$ cat config.mk
export PLATFORM = sky130hd
export DESIGN_NAME = fnve_front
export DESIGN_NICKNAME = d
export VERILOG_FILES = /design/src/design/fnve_pkg.sv /design/src/design/fnve_front.sv
export SDC_FILE = /design/constraint.sdc
export NUM_CORES = 1
export LEC_CHECK = 0
export BUFFER_PORTS_ARGS = -buffer_cell sky130_fd_sc_hd__buf_2
export CAP_MARGIN = 0
export CELL_PAD_IN_SITES_DETAIL_PLACEMENT = 1
export CELL_PAD_IN_SITES_GLOBAL_PLACEMENT = 2
export CORE_MARGIN = 2
export CORE_UTILIZATION = 42
export DETAILED_ROUTE_END_ITERATION = 16
export HOLD_SLACK_MARGIN = 0.08
export PLACE_DENSITY_LB_ADDON = 0.25
export SLEW_MARGIN = 20
export SYNTH_ARGS = -nofsm -noshare
export SYNTH_HDL_FRONTEND = slang
export SYNTH_SLANG_ARGS = --single-unit
$ cat constraint.sdc
create_clock -name clk -period 29.2 [get_ports clk]
set_input_delay 2.92 -clock clk [delete_from_list [all_inputs] [get_ports clk]]
set_output_delay 2.92 -clock clk [all_outputs]
set_load 0.01 [all_outputs]
$ cat src/design/fnve_pkg.sv
// Package for the flat-normal vertex expander: widths and shared types.
// Used by all modules of the block; depends on nothing.
package fnve_pkg;

  localparam int POS_WIDTH_DEF        = 24;
  localparam int NORMAL_FRAC_BITS_DEF = 14;
  localparam int PW                   = 24;   // port width of positions
  localparam int NW                   = 16;   // port width of normals
  localparam int TW                   = 32;   // texture word width
  localparam int IW                   = 32;   // vertex index width
  localparam int DW                   = 25;   // difference width after pre-shift
  localparam int CW                   = 51;   // cross product component width
  localparam int MW                   = 50;   // cross product magnitude width

  // One triangle as held between front and back
  typedef struct packed {
    logic [2:0][PW-1:0] x;
    logic [2:0][PW-1:0] y;
    logic [2:0][PW-1:0] z;
    logic [2:0][TW-1:0] u;
    logic [2:0][TW-1:0] v;
    logic [IW-1:0]      base;
  } tri_t;

endpackage

$ cat src/design/fnve_front.sv
// Front part: collects corners, handles start requests, hands out whole triangles.
// Depends on fnve_pkg.
module fnve_front #(
  parameter int POS_WIDTH = fnve_pkg::POS_WIDTH_DEF
) (
  input  logic                    clk,
  input  logic                    rst,
  input  logic                    in_valid,
  output logic                    in_ready,
  input  logic [fnve_pkg::PW-1:0] cx,
  input  logic [fnve_pkg::PW-1:0] cy,
  input  logic [fnve_pkg::PW-1:0] cz,
  input  logic [fnve_pkg::TW-1:0] cu,
  input  logic [fnve_pkg::TW-1:0] cv,
  input  logic                    start,
  output logic                    tri_valid,
  input  logic                    tri_ready,
  output fnve_pkg::tri_t          tri_out
);

  logic [1:0][fnve_pkg::PW-1:0] hx, hy, hz;
  logic [1:0][fnve_pkg::TW-1:0] hu, hv;
  logic [1:0]                   count;
  logic [fnve_pkg::IW-1:0]      next_index;
  logic [1:0]                   slot;
  logic [fnve_pkg::IW-1:0]      idx;
  logic                         acc;

  // sign-extend from POS_WIDTH bits
  function automatic logic [fnve_pkg::PW-1:0] sx(input logic [fnve_pkg::PW-1:0] a);
    logic [fnve_pkg::PW-1:0] r;
    r = a;
    if (POS_WIDTH < fnve_pkg::PW) begin
      for (int i = 0; i < fnve_pkg::PW; i++) begin
        if (i >= POS_WIDTH) r[i] = a[POS_WIDTH-1];
      end
    end
    return r;
  endfunction

  assign in_ready = !tri_valid || tri_ready;
  assign acc      = in_valid && in_ready;
  assign slot     = start ? 2'd0 : count;
  assign idx      = start ? '0 : next_index;

  // corner collection
  always_ff @(posedge clk) begin
    if (rst) begin
      count      <= '0;
      next_index <= '0;
      tri_valid  <= 1'b0;
    end else begin
      if (tri_ready) tri_valid <= 1'b0;
      if (acc) begin
        if (slot == 2'd2) begin
          count      <= '0;
          next_index <= idx + fnve_pkg::IW'(3);
          tri_valid  <= 1'b1;
        end else begin
          count      <= slot + 2'd1;
          next_index <= idx;
        end
      end
    end
  end

  always_ff @(posedge clk) begin
    if (acc) begin
      if (slot == 2'd2) begin
        tri_out.x    <= {sx(cx), hx[1], hx[0]};
        tri_out.y    <= {sx(cy), hy[1], hy[0]};
        tri_out.z    <= {sx(cz), hz[1], hz[0]};
        tri_out.u    <= {cu, hu[1], hu[0]};
        tri_out.v    <= {cv, hv[1], hv[0]};
        tri_out.base <= idx;
      end else begin
        hx[slot[0]] <= sx(cx);
        hy[slot[0]] <= sx(cy);
        hz[slot[0]] <= sx(cz);
        hu[slot[0]] <= cu;
        hv[slot[0]] <= cv;
      end
    end
  end

endmodule

* Yosys cells after proc, flatten, opt, wreduce, memory -nomap -nowiden
Cells that the tools add are included.
Word-level totals: flip-flop bits (word level) 747, input bits 141, output and inout bits 442, word-level logic and storage cells 57
Cells by class: add/subtract/negate cells 2, $lt $le $gt $ge 2, equal/unequal tests 1, multiplexer cells 16, bitwise logic cells 1, reductions and logical operators 6
Operator list (count):
- $bwmux W48 | 3
- $bwmux W64 | 2
- $mux W32 | 3
- $add A32 B2 Y32 const B | 1
- $demux W32 S1 | 1
- $demux W24 S1 | 1
- $mux W24 | 1
- $mux W2 | 2
- $reduce_and A2 Y1 | 2
- $mux W1 | 3
- $add A2 B1 Y2 const B | 1
- $eq A2 B2 Y1 const B | 1
- $logic_and A1 B1 Y1 | 2
- $lt A1 B2 Y1 const B | 1
- $ge A1 B1 Y1 const B | 1
- $logic_not A1 Y1 | 1
- $logic_or A1 B1 Y1 | 1
- $not A1 Y1 | 1

* Longest topological paths before layout
Gate-level depths: netlist of the first run.
depth in word-level cells 6, gate-level depth with buffers 10, depth with buffers taken out 7

* Least setup slack after synthesis of the first run
OpenSTA, ideal clock, no wires.
kind in2reg, start input port tri_ready, end register hu[32] (netlist name) (enable), setup time 0.828 ns, arrival 13.267 ns, required time 28.372 ns, slack 15.105 ns, stages on the path 4, buffers on the path 1, cell sequence nand2b_1 > buf_4 > nand2_1 > nor3b_1
On the way: word-level cells in the longest chain between the ends 3
RTL lines:
- start: declaration | RTL line fnve_front.sv:17 | input logic tri_ready,
- $logic_or A1 B1 Y1 | RTL line fnve_front.sv:41 | assign in_ready = !tri_valid || tri_ready;
- named net in_ready | RTL line fnve_front.sv:9 | output logic in_ready,
- $logic_and A1 B1 Y1 | RTL line fnve_front.sv:42 | assign acc = in_valid && in_ready;
- $reduce_and A2 Y1 (no line)
- end signal: indexed assignment | RTL line fnve_front.sv:80 | hu[slot[0]] <= cu;
- end: declaration | RTL line fnve_front.sv:22 | logic [1:0][fnve_pkg::TW-1:0] hu, hv;
The timed path passes the listed nets, and every way through them passes these cells. A chain may end at the register's enable or synchronous reset.

* Worst setup path in the final report of the first run
start input port start, end register tri_out[424] (netlist name) (enable)
On the way: word-level cells in the longest chain between the ends 3
RTL lines:
- start: declaration | RTL line fnve_front.sv:15 | input logic start,
- $mux W2 | RTL line fnve_front.sv:43 | assign slot = start ? 2'd0 : count;
- $eq A2 B2 Y1 | RTL line fnve_front.sv:69 | if (slot == 2'd2) begin
- $reduce_and A2 Y1 (no line)
- end: declaration | RTL line fnve_front.sv:18 | output fnve_pkg::tri_t tri_out
Every way passes these cells.

==> impl_metrics.toml, run 1 <==
[sta]
hold_ws_ns = 0.4011
period_share = 0.2201
finalClockSkew_ns = 0.03226
fmax_mhz = 155.6
finalHoldViolCount = 0
finalSetupViolations = 0
finalCriticalPeriod_ns = 6.427
worstMarginPinSlew_ns = 1.058
setup_tns_ns = 0
rsz0062_at_grt = "no"
slew_viol_final = 0
slew_headroom = 0.2946
layout_setup_ws_ns = 22.77

[cts]
numCtsBuffers = 76
clkLatencyLatePin_ns = 0.61
cts_tree = "built"
clk_pin_slew_ns = 0.06
root_buffer = "clkbuf_16"
post_cts_resized = 0
clock_tree.buffer_depth = 3
cts_hold_buf = 0
postCtsSetupRepairBufs = 0
clkSinkCount = 747
htreeDepth = 3

[power]
p_per_area_nw_per_um2 = 73.80
p_total_mw = 2.201
p_leak_nw = 10.82
peakVddDrop_v = 0.00004180

[synth]
synth_largest_area_cell = "edfxtp_1"
synthMuxAreaShare = 0.0009088
synthSimpleGateAreaFrac = 0.03170
async_reset_ff_frac = 0
yosys_warnings = 0
synth_edf_count = 712
synth-xor-area-share = 0.005239
synth.top_cell.area_share = 0.9135
netlist_area_sq_um = 23400
syn-num-nets = 1115
synth_top_family_by_area = "simple AND/OR/NAND/NOR gates"
syn_avg_cell_area_sq_um = 24.05
synth_compound_area_frac = 0.01395
yosysUniqueCellTypes = 44
synth-seq-area-share = 0.9434
ys_ff_latch = 747
synth_ff_type = "edfxtp_1"
yosys.area_share.adder = 0.0005346
synth_area_leaders = "edfxtp_1 91%, dfxtp_1 3.0%, nor2b_1 0.83%"
synthCells = 973

[die]
die_h_um = 240.1
rows = 86
io_pins = 583
core_sq_um = 55090
die_area_sq_um = 57630
die_w_um = 240.1
start_util = 0.4248

[route]
drt-pass1-iter-count = 4
wirelength_um = 59150
drt_iter0_drc = 650
route.detailed.drc = 0
via_count = 11603
via_per_inst = 4.773
antenna_left = 0
avgRoutedWirePerCell_um = 24.33

[run_status]
outcome = "finished clean"

[place]
port_buffers = 582
hpwlAfterDp_um = 41340
gp_congestion = 0.7906
dp_slack_ns = 21.93
dpl_cell_area_sq_um = 27260

[global_route]
grt_max_degree = 144
gr-total-overflow = 0
grt_pass1_wl_um = 81710
grt_util_all_layers = 0.1988
antenna_found_initial = 4
grt_pass1_vias = 11790

[critical_path]
critPathKind = "input port to register"
crit_path_end_kind = "register"
required_ns = 29.47
worstSetupStartpointType = "input port"
crit_path_max_fanout = 143
crit_arrival_ns = 6.69

[finish]
drive_gt1_frac = 0.4224
fillers = 5080
syn2layout_area_growth_pct = 27.39
fin_area_sq_um = 29820
nNetsFinal = 1765

[worst_hold_path]
hold_path_class = "register to register"

[job]
drv_cap = 0
-- state kept, by name (all words and copies together), names as in the netlist --
name,count
tri_out,440
tri_valid,1
hv,64
hx,48
hz,48
hy,48
hu,64
count,2
next_index,32
-- where the power goes --
part	switching (mW)	internal (mW)
Clock	0.397	0.568
Combinational	0.0282	0.00970
Sequential	0.00490	1.19
Total	0.430	1.77
-- placed cells by master (no fill, tap or decap), drive strengths merged, types with 7 or more instances in the layout --
master,synthesis,layout
a21oi,16,16
inv,4,8
nand2,29,29
xor2,12,12
nor2b,31,31
o211ai,10,10
clkbuf,14,92
nor4,7,7
nor2,24,24
bufinv,0,9
clkinv,0,30
nand4,8,8
edfxtp,712,712
a211o,8,8
buf,6,592
dfxtp,35,35
nand3,12,12
-- layer usage --
layer / GRT usage / vias to the layer above / part of all wire
li1: - / 5162 / -
met1: 0.2229 / 5923 / 0.36
met2: 0.3492 / 418 / 0.52
met3: 0.06946 / 98 / 0.086
met4: 0.07397 / 2 / 0.031
met5: 0 / - / 0.00015
-- kinds of logic after synthesis --
family,Yosys count
DFF,747
adders and majority gates,1
buffers and inverters,24
xor gates and xnor gates,14
AOI/OAI and AO/OA,48
muxes,2
and+or+nand+nor,137
-- worst paths after layout --
check | startpoint | to | slack [ns] | cells after the start
max | start | tri_out[424]$_DFFE_PP_ | 22.77 | 6
max reg2reg | count[0]$_SDFFE_PP0P_ | tri_out[424]$_DFFE_PP_ | 24.99 | 6
min reg2reg | hu[23]$_DFFE_PP_ | tri_out[151]$_DFFE_PP_ | 0.40 | 0
min | hu[23]$_DFFE_PP_ | tri_out[151]$_DFFE_PP_ | 0.40 | 0
-- critical path: stages --
cell	delay, ns
buf_2	0.36
nand4b_1	0.60
inv_8	0.89
buf_4	0.86
buf_4	0.50
buf_16	0.33
-- cell type report --
| type | count | area, sq um | area share |
|---|---|---|---|
| inverter | 4 | 22.52 | 0.0007554 |
| sequential | 747 | 22080 | 0.7406 |
| tap | 748 | 935.9 | 0.03139 |
| antenna | 2 | 5.005 | 0.0001679 |
| multi-input combinational | 202 | 1237 | 0.04150 |
| timing repair buffer | 592 | 3040 | 0.1020 |
| clock buffer | 92 | 1983 | 0.06651 |
| clock inverter | 44 | 510.5 | 0.01712 |
-- metrics by stage --
stage	utilization	cells
after floorplan	-	973
after global placement	0.4948	2291
after detailed placement	0.4948	2291
after CTS	0.5401	2427
after global routing	0.5412	2431
final	0.5412	2431
-- synthesized netlist by cell type, drive strengths merged (2+ instances only) --
master	count
a211o	8
a21o	3
a21oi	16
and2	2
and3	3
and4	3
buf	6
clkbuf	14
dfxtp	35
edfxtp	712
inv	4
nand2	29
nand2b	3
nand3	12
nand4	8
nand4b	2
nor2	24
nor2b	31
nor3	4
nor3b	3
nor4	7
o211ai	10
o21ai	4
or4	2
xnor2	2
xor2	12
Note: power is estimated with default switching activity, not from simulation.
==> run 2, diff against run 1 <==
- CORE_UTILIZATION: 42 -> 35
- clock period: 29.2 -> 5.55 ns (I/O delays scaled with it)
==> run 2 against run 1 <==
Net effect:
- first-iteration DRC count rose by 57%
- die area grew 20%
- highest routed layer unchanged
- total power rose to 5.3 times the previous value
- global-route usage down 3.2 points
- sequential cell count stayed put
- worst setup slack got worse by 20 ns
- sequential power grew to 5.3 times the previous value
- sequential share of layout area is 0.70 points lower
- clock skew fell by 0.016 ns
- register-to-register slack got worse by 22 ns
- critical endpoint is now tri_out[206]$_DFFE_PP_
- final area up 0.96%
- critical path type is now register to register
- cell count grew 5.1%
==> impl_metrics.toml, run 2 (same netlist as run 1, synthesis figures left out) <==
[run_status]
outcome = "finished clean"

[cts]
root_buffer = "clkbuf_16"
cts_hold_buf = 0
cts_tree = "built"
clkLatencyLatePin_ns = 0.60
postCtsSetupRepairBufs = 0
htreeDepth = 3
clkSinkCount = 747
numCtsBuffers = 79
clock_tree.buffer_depth = 3
post_cts_resized = 0
clk_pin_slew_ns = 0.06

[die]
start_util = 0.3547
io_pins = 583
die_w_um = 262.6
core_sq_um = 65980
die_area_sq_um = 68960
die_h_um = 262.6
rows = 94

[sta]
layout_setup_ws_ns = 2.738
slew_headroom = 0.1702
slew_viol_final = 0
worstMarginPinSlew_ns = 1.245
setup_tns_ns = 0
finalCriticalPeriod_ns = 2.812
finalHoldViolCount = 0
finalClockSkew_ns = 0.01590
fmax_mhz = 355.6
rsz0062_at_grt = "no"
period_share = 0.5067
finalSetupViolations = 0

[critical_path]
crit_path_end_kind = "register"
crit_path_max_fanout = 148
reg2reg_depth = 4
worstSetupStartpointType = "register"
required_ns = 5.77
rr_endpoint = "tri_out[206]$_DFFE_PP_"
r2r-start = "count[0]$_SDFFE_PP0P_"
reg2reg_slack_ns = 2.74
critPathKind = "register to register"
crit_arrival_ns = 3.03

[route]
route.detailed.drc = 0
drt_iter0_drc = 1023
via_count = 11666
drt-pass1-iter-count = 4
wl_met3_um = 4620
antenna_left = 0
avgRoutedWirePerCell_um = 22.97
met1_length_um = 21700
top_layer_used = "met5"
via_per_inst = 4.568
wirelength_um = 58660
wl_met2_um = 30130

[place]
hpwlAfterDp_um = 40970
gp_congestion = 0.8028
port_buffers = 582
place_inst = 2408
dp_slack_ns = 2.173

[finish]
nNetsFinal = 1767
largest_register = "tri_out"
largest_reg_flops = 440
fillers = 6308
drive_gt1_frac = 0.4224
instances_no_fill = 2554
final_common_cell = "edfxtp_1"
final_cell_mix = "712 x edfxtp_1, 582 x buf_2, 80 x clkbuf_16"
syn2layout_area_growth_pct = 28.62

[global_route]
grt_util_all_layers = 0.1665
grt_pass1_vias = 11832
grt_max_degree = 149
grt_pass1_wl_um = 83750
antenna_found_initial = 6
gr-total-overflow = 0

[power]
peakVddDrop_v = 0.0002146
p_per_area_nw_per_um2 = 390.0
p_total_mw = 11.74
p_leak_nw = 10.86

[worst_hold_path]
hold_end = "hz[4]$_DFFE_PP_"
min-delay-start = "cz[4]"
whs_path_depth = 1
hold_path_class = "input port to register"

[job]
drv_cap = 0
## run 2: cell types whose count changed in the layout (fill, tap and decap cells not counted), sizes merged
cell,delta
buf,-1
clkbuf,+7
clkinv,-4
clkinvlp,+3
inv,+2
## run 2: stage by stage
stage / util / instance area, sq um / hold WS [ns]
3_3_place_gp: 0.4168 / 27500 / 0.4003
6_report: 0.4562 / 30100 / 0.1566
2_1_floorplan: - / 23430 / 0.4003
4_1_cts: 0.4562 / 30100 / 0.1081
5_1_grt: 0.4562 / 30100 / 0.1253
3_5_place_dp: 0.4168 / 27500 / 0.4052
## run 2: layer usage
| metal | vias up | global-route usage |
|---|---|---|
| li1 | 5174 | - |
| met1 | 5948 | 0.1879 |
| met2 | 422 | 0.2893 |
| met3 | 116 | 0.05519 |
| met4 | 6 | 0.06974 |
| met5 | - | 0 |
## run 2: power breakdown
group / switching (mW) / internal [mW]
combinational: 0.148 / 0.0528
sequential: 0.0237 / 6.28
clock: 2.12 / 3.12
total: 2.29 / 9.45
## run 2: how the worst max path moves through the flow
| stage | startpoint | endpoint | depth (start not counted) |
|---|---|---|---|
| 2_1_floorplan | tri_ready | tri_out[0]$_DFFE_PP_ | 4 |
| 3_3_place_gp | start | tri_out[48]$_DFFE_PP_ | 5 |
| 3_5_place_dp | start | tri_out[48]$_DFFE_PP_ | 5 |
| 4_1_cts | count[0]$_SDFFE_PP0P_ | tri_out[184]$_DFFE_PP_ | 5 |
| 5_1_grt | count[0]$_SDFFE_PP0P_ | tri_out[159]$_DFFE_PP_ | 4 |
| 6_report | count[0]$_SDFFE_PP0P_ | tri_out[206]$_DFFE_PP_ | 4 |
## run 2: cell type report
| type | count | area [sq um] | share of cell area |
|---|---|---|---|
| flip-flops and latches | 747 | 22080 | 0.7335 |
| multi-input cells | 202 | 1251 | 0.04156 |
| inverters | 4 | 18.77 | 0.0006235 |
| clock inverters | 45 | 504.2 | 0.01675 |
| clock buffers | 99 | 2093 | 0.06954 |
| diodes | 2 | 5.005 | 0.0001663 |
| well taps | 864 | 1081 | 0.03591 |
| repair buffers | 591 | 3068 | 0.1019 |
## run 2: critical path, stage by stage, from the launching register on
cell	delay (ns)
dfxtp_1	0.33
and2b_1	0.34
nand4b_1	0.39
clkinvlp_4	0.60
buf_12	0.58
==> run 3, diff against run 2 <==
- CORE_UTILIZATION: 35 -> 39
- clock period: 5.55 -> 2.9 ns (I/O delays scaled with it)
==> run 3 against run 2 <==
Net effect:
- clock-buffer cell count decreased by 10
- core utilization increased by 7.2 points
- final area increased by 3.8%
- worst setup slack got worse by 2.2 ns
- highest routed layer unchanged
==> impl_metrics.toml, run 3 (same netlist as run 1, synthesis figures left out) <==
[job]
drv_cap = 0

[die]
die_w_um = 249.0
io_pins = 583
start_util = 0.3958
rows = 89
die_area_sq_um = 61990
die_h_um = 249.0
core_sq_um = 59130

[global_route]
grt_pass1_wl_um = 89260
gr-total-overflow = 0
grt_pass1_vias = 12802
gr-usage-met2 = 0.3531
grt_max_degree = 80
antenna_found_initial = 2
use_met3 = 0.05235
grt-busiest-layer = "met2"
grt_use_met1 = 0.2268
grt_util_all_layers = 0.1966

[sta]
slew_headroom = 0.5028
finalSetupViolations = 0
finalClockSkew_ns = 0.02492
period_share = 0.8044
worstMarginPinSlew_ns = 0.7458
rsz0062_at_grt = "no"
layout_setup_ws_ns = 0.5673
fmax_mhz = 428.7
slew_viol_final = 0
finalCriticalPeriod_ns = 2.333
finalHoldViolCount = 0

[cts]
clk_pin_slew_ns = 0.06
root_buffer = "clkbuf_16"
cts_tree = "built"
clkLatencyLatePin_ns = 0.60
clock_tree.buffer_depth = 3
clkSinkCount = 747
numCtsBuffers = 75
htreeDepth = 3
postCtsSetupRepairBufs = 0

[route]
antenna_left = 0
drt_iter0_drc = 717
drt-pass1-iter-count = 4
avgRoutedWirePerCell_um = 23.49
route.detailed.drc = 0
wirelength_um = 61130
via_count = 12130
via_per_inst = 4.660

[critical_path]
crit_arrival_ns = 2.84
r2r-start = "next_index[0]$_SDFFE_PP0P_"
crit_path_max_fanout = 13
slowest_delay_ns = 0.63
worstSetupStartpointType = "register"
reg2reg_depth = 7
cp_slowest_cell = "or4_4"
rr_endpoint = "next_index[26]$_SDFFE_PP0P_"
crit_path_end_kind = "register"
cp_cell_sequence = "nand2b_1 -> ha_1 -> nor2b_1 -> nand3_1 -> or4_4 -> or3_1 -> a21oi_1"
required_ns = 3.41
reg2reg_slack_ns = 0.57
critPathKind = "register to register"

[power]
peakVddDrop_v = 0.0004253
p_total_mw = 21.79
p_leak_nw = 11.40
p_per_area_nw_per_um2 = 697.2

[worst_hold_path]
min-delay-start = "start"
hold_path_class = "input port to register"
hold_end = "next_index[1]$_SDFFE_PP0P_"
whs_path_depth = 3

[finish]
instances_no_fill = 2603
final_cell_mix = "712 x edfxtp_1, 582 x buf_2, 137 x dlygate4sd3_1"
nNetsFinal = 1913
utilization = 0.5286
drive_gt1_frac = 0.3956
syn2layout_area_growth_pct = 33.55
largest_reg_flops = 440
fillers = 5497
largest_register = "tri_out"
n_antenna_cell = 0
final_common_cell = "edfxtp_1"

[place]
place_inst = 2330
gp_congestion = 0.8175
port_buffers = 582
dp_slack_ns = 0.3531
hpwlAfterDp_um = 42180

[run_status]
outcome = "finished clean"
-- run 3: changes by cell type in the layout (fill, tap and decap cells not counted), sizes merged --
cell,delta
buf,+13
bufinv,-6
clkbuf,-10
clkinv,+9
clkinvlp,+3
diode,-2
dlygate4sd3,+137
inv,-4
-- run 3: per-layer routing --
layer  routed length [um]  up-vias
met3                 3906       95
li1                     -     5448
met4                 1689        4
met5                   30        -
met2                32560      399
met1                22940     6184
-- run 3: where the power goes --
part | total [mW] | switching, mW | internal [mW]
Clock | 9.17 | 3.96 | 5.21
Sequential | 12.1 | 0.0485 | 12.0
Combinational | 0.560 | 0.325 | 0.235
Total | 21.8 | 4.34 | 17.5
-- run 3: worst max-delay path: cells and delay by family, from the launching register on --
family                     cells  cell delay (ns)
AOI/OAI and AO/OA              1             0.16
DFF                            1             0.37
and+or+nand+nor                5             1.48
adders and majority gates      1             0.24
-- run 3: repair_timing --
action | in CTS | in global routing
gates resized for setup | 0 | 0
hold endpoints to repair | 409 | 0
hold buffers | 137 | 0
-- run 3: how the worst max path moves through the flow --
stage | depth (start not counted) | to | start
floorplan | 3 | tri_out[0]$_DFFE_PP_ | count[0]$_SDFFE_PP0P_
global placement | 8 | next_index[26]$_SDFFE_PP0P_ | start
detailed placement | 8 | next_index[26]$_SDFFE_PP0P_ | start
CTS | 7 | next_index[26]$_SDFFE_PP0P_ | next_index[0]$_SDFFE_PP0P_
global route | 7 | next_index[26]$_SDFFE_PP0P_ | next_index[0]$_SDFFE_PP0P_
finish | 7 | next_index[26]$_SDFFE_PP0P_ | next_index[0]$_SDFFE_PP0P_
-- run 3: cell type report --
cell class | count | area [sq um] | share of cell area
well taps | 773 | 967.2 | 0.03094
multi-input cells | 202 | 1252 | 0.04007
flip-flops and latches | 747 | 22080 | 0.7065
inverters | 4 | 18.77 | 0.0006004
repair buffers | 741 | 4587 | 0.1467
clock buffers | 89 | 1993 | 0.06377
clock inverters | 47 | 355.3 | 0.01137
-- run 3: through the flow --
stage	hold WS (ns)	TNS, ns	cell area (sq um)
floorplan	0.3889	-2905.38	23430
global placement	0.4001	0	27540
detailed placement	0.4052	0	27540
CTS	0.1721	0	31260
global route	0.2222	0	31260
finish	0.2145	0	31260
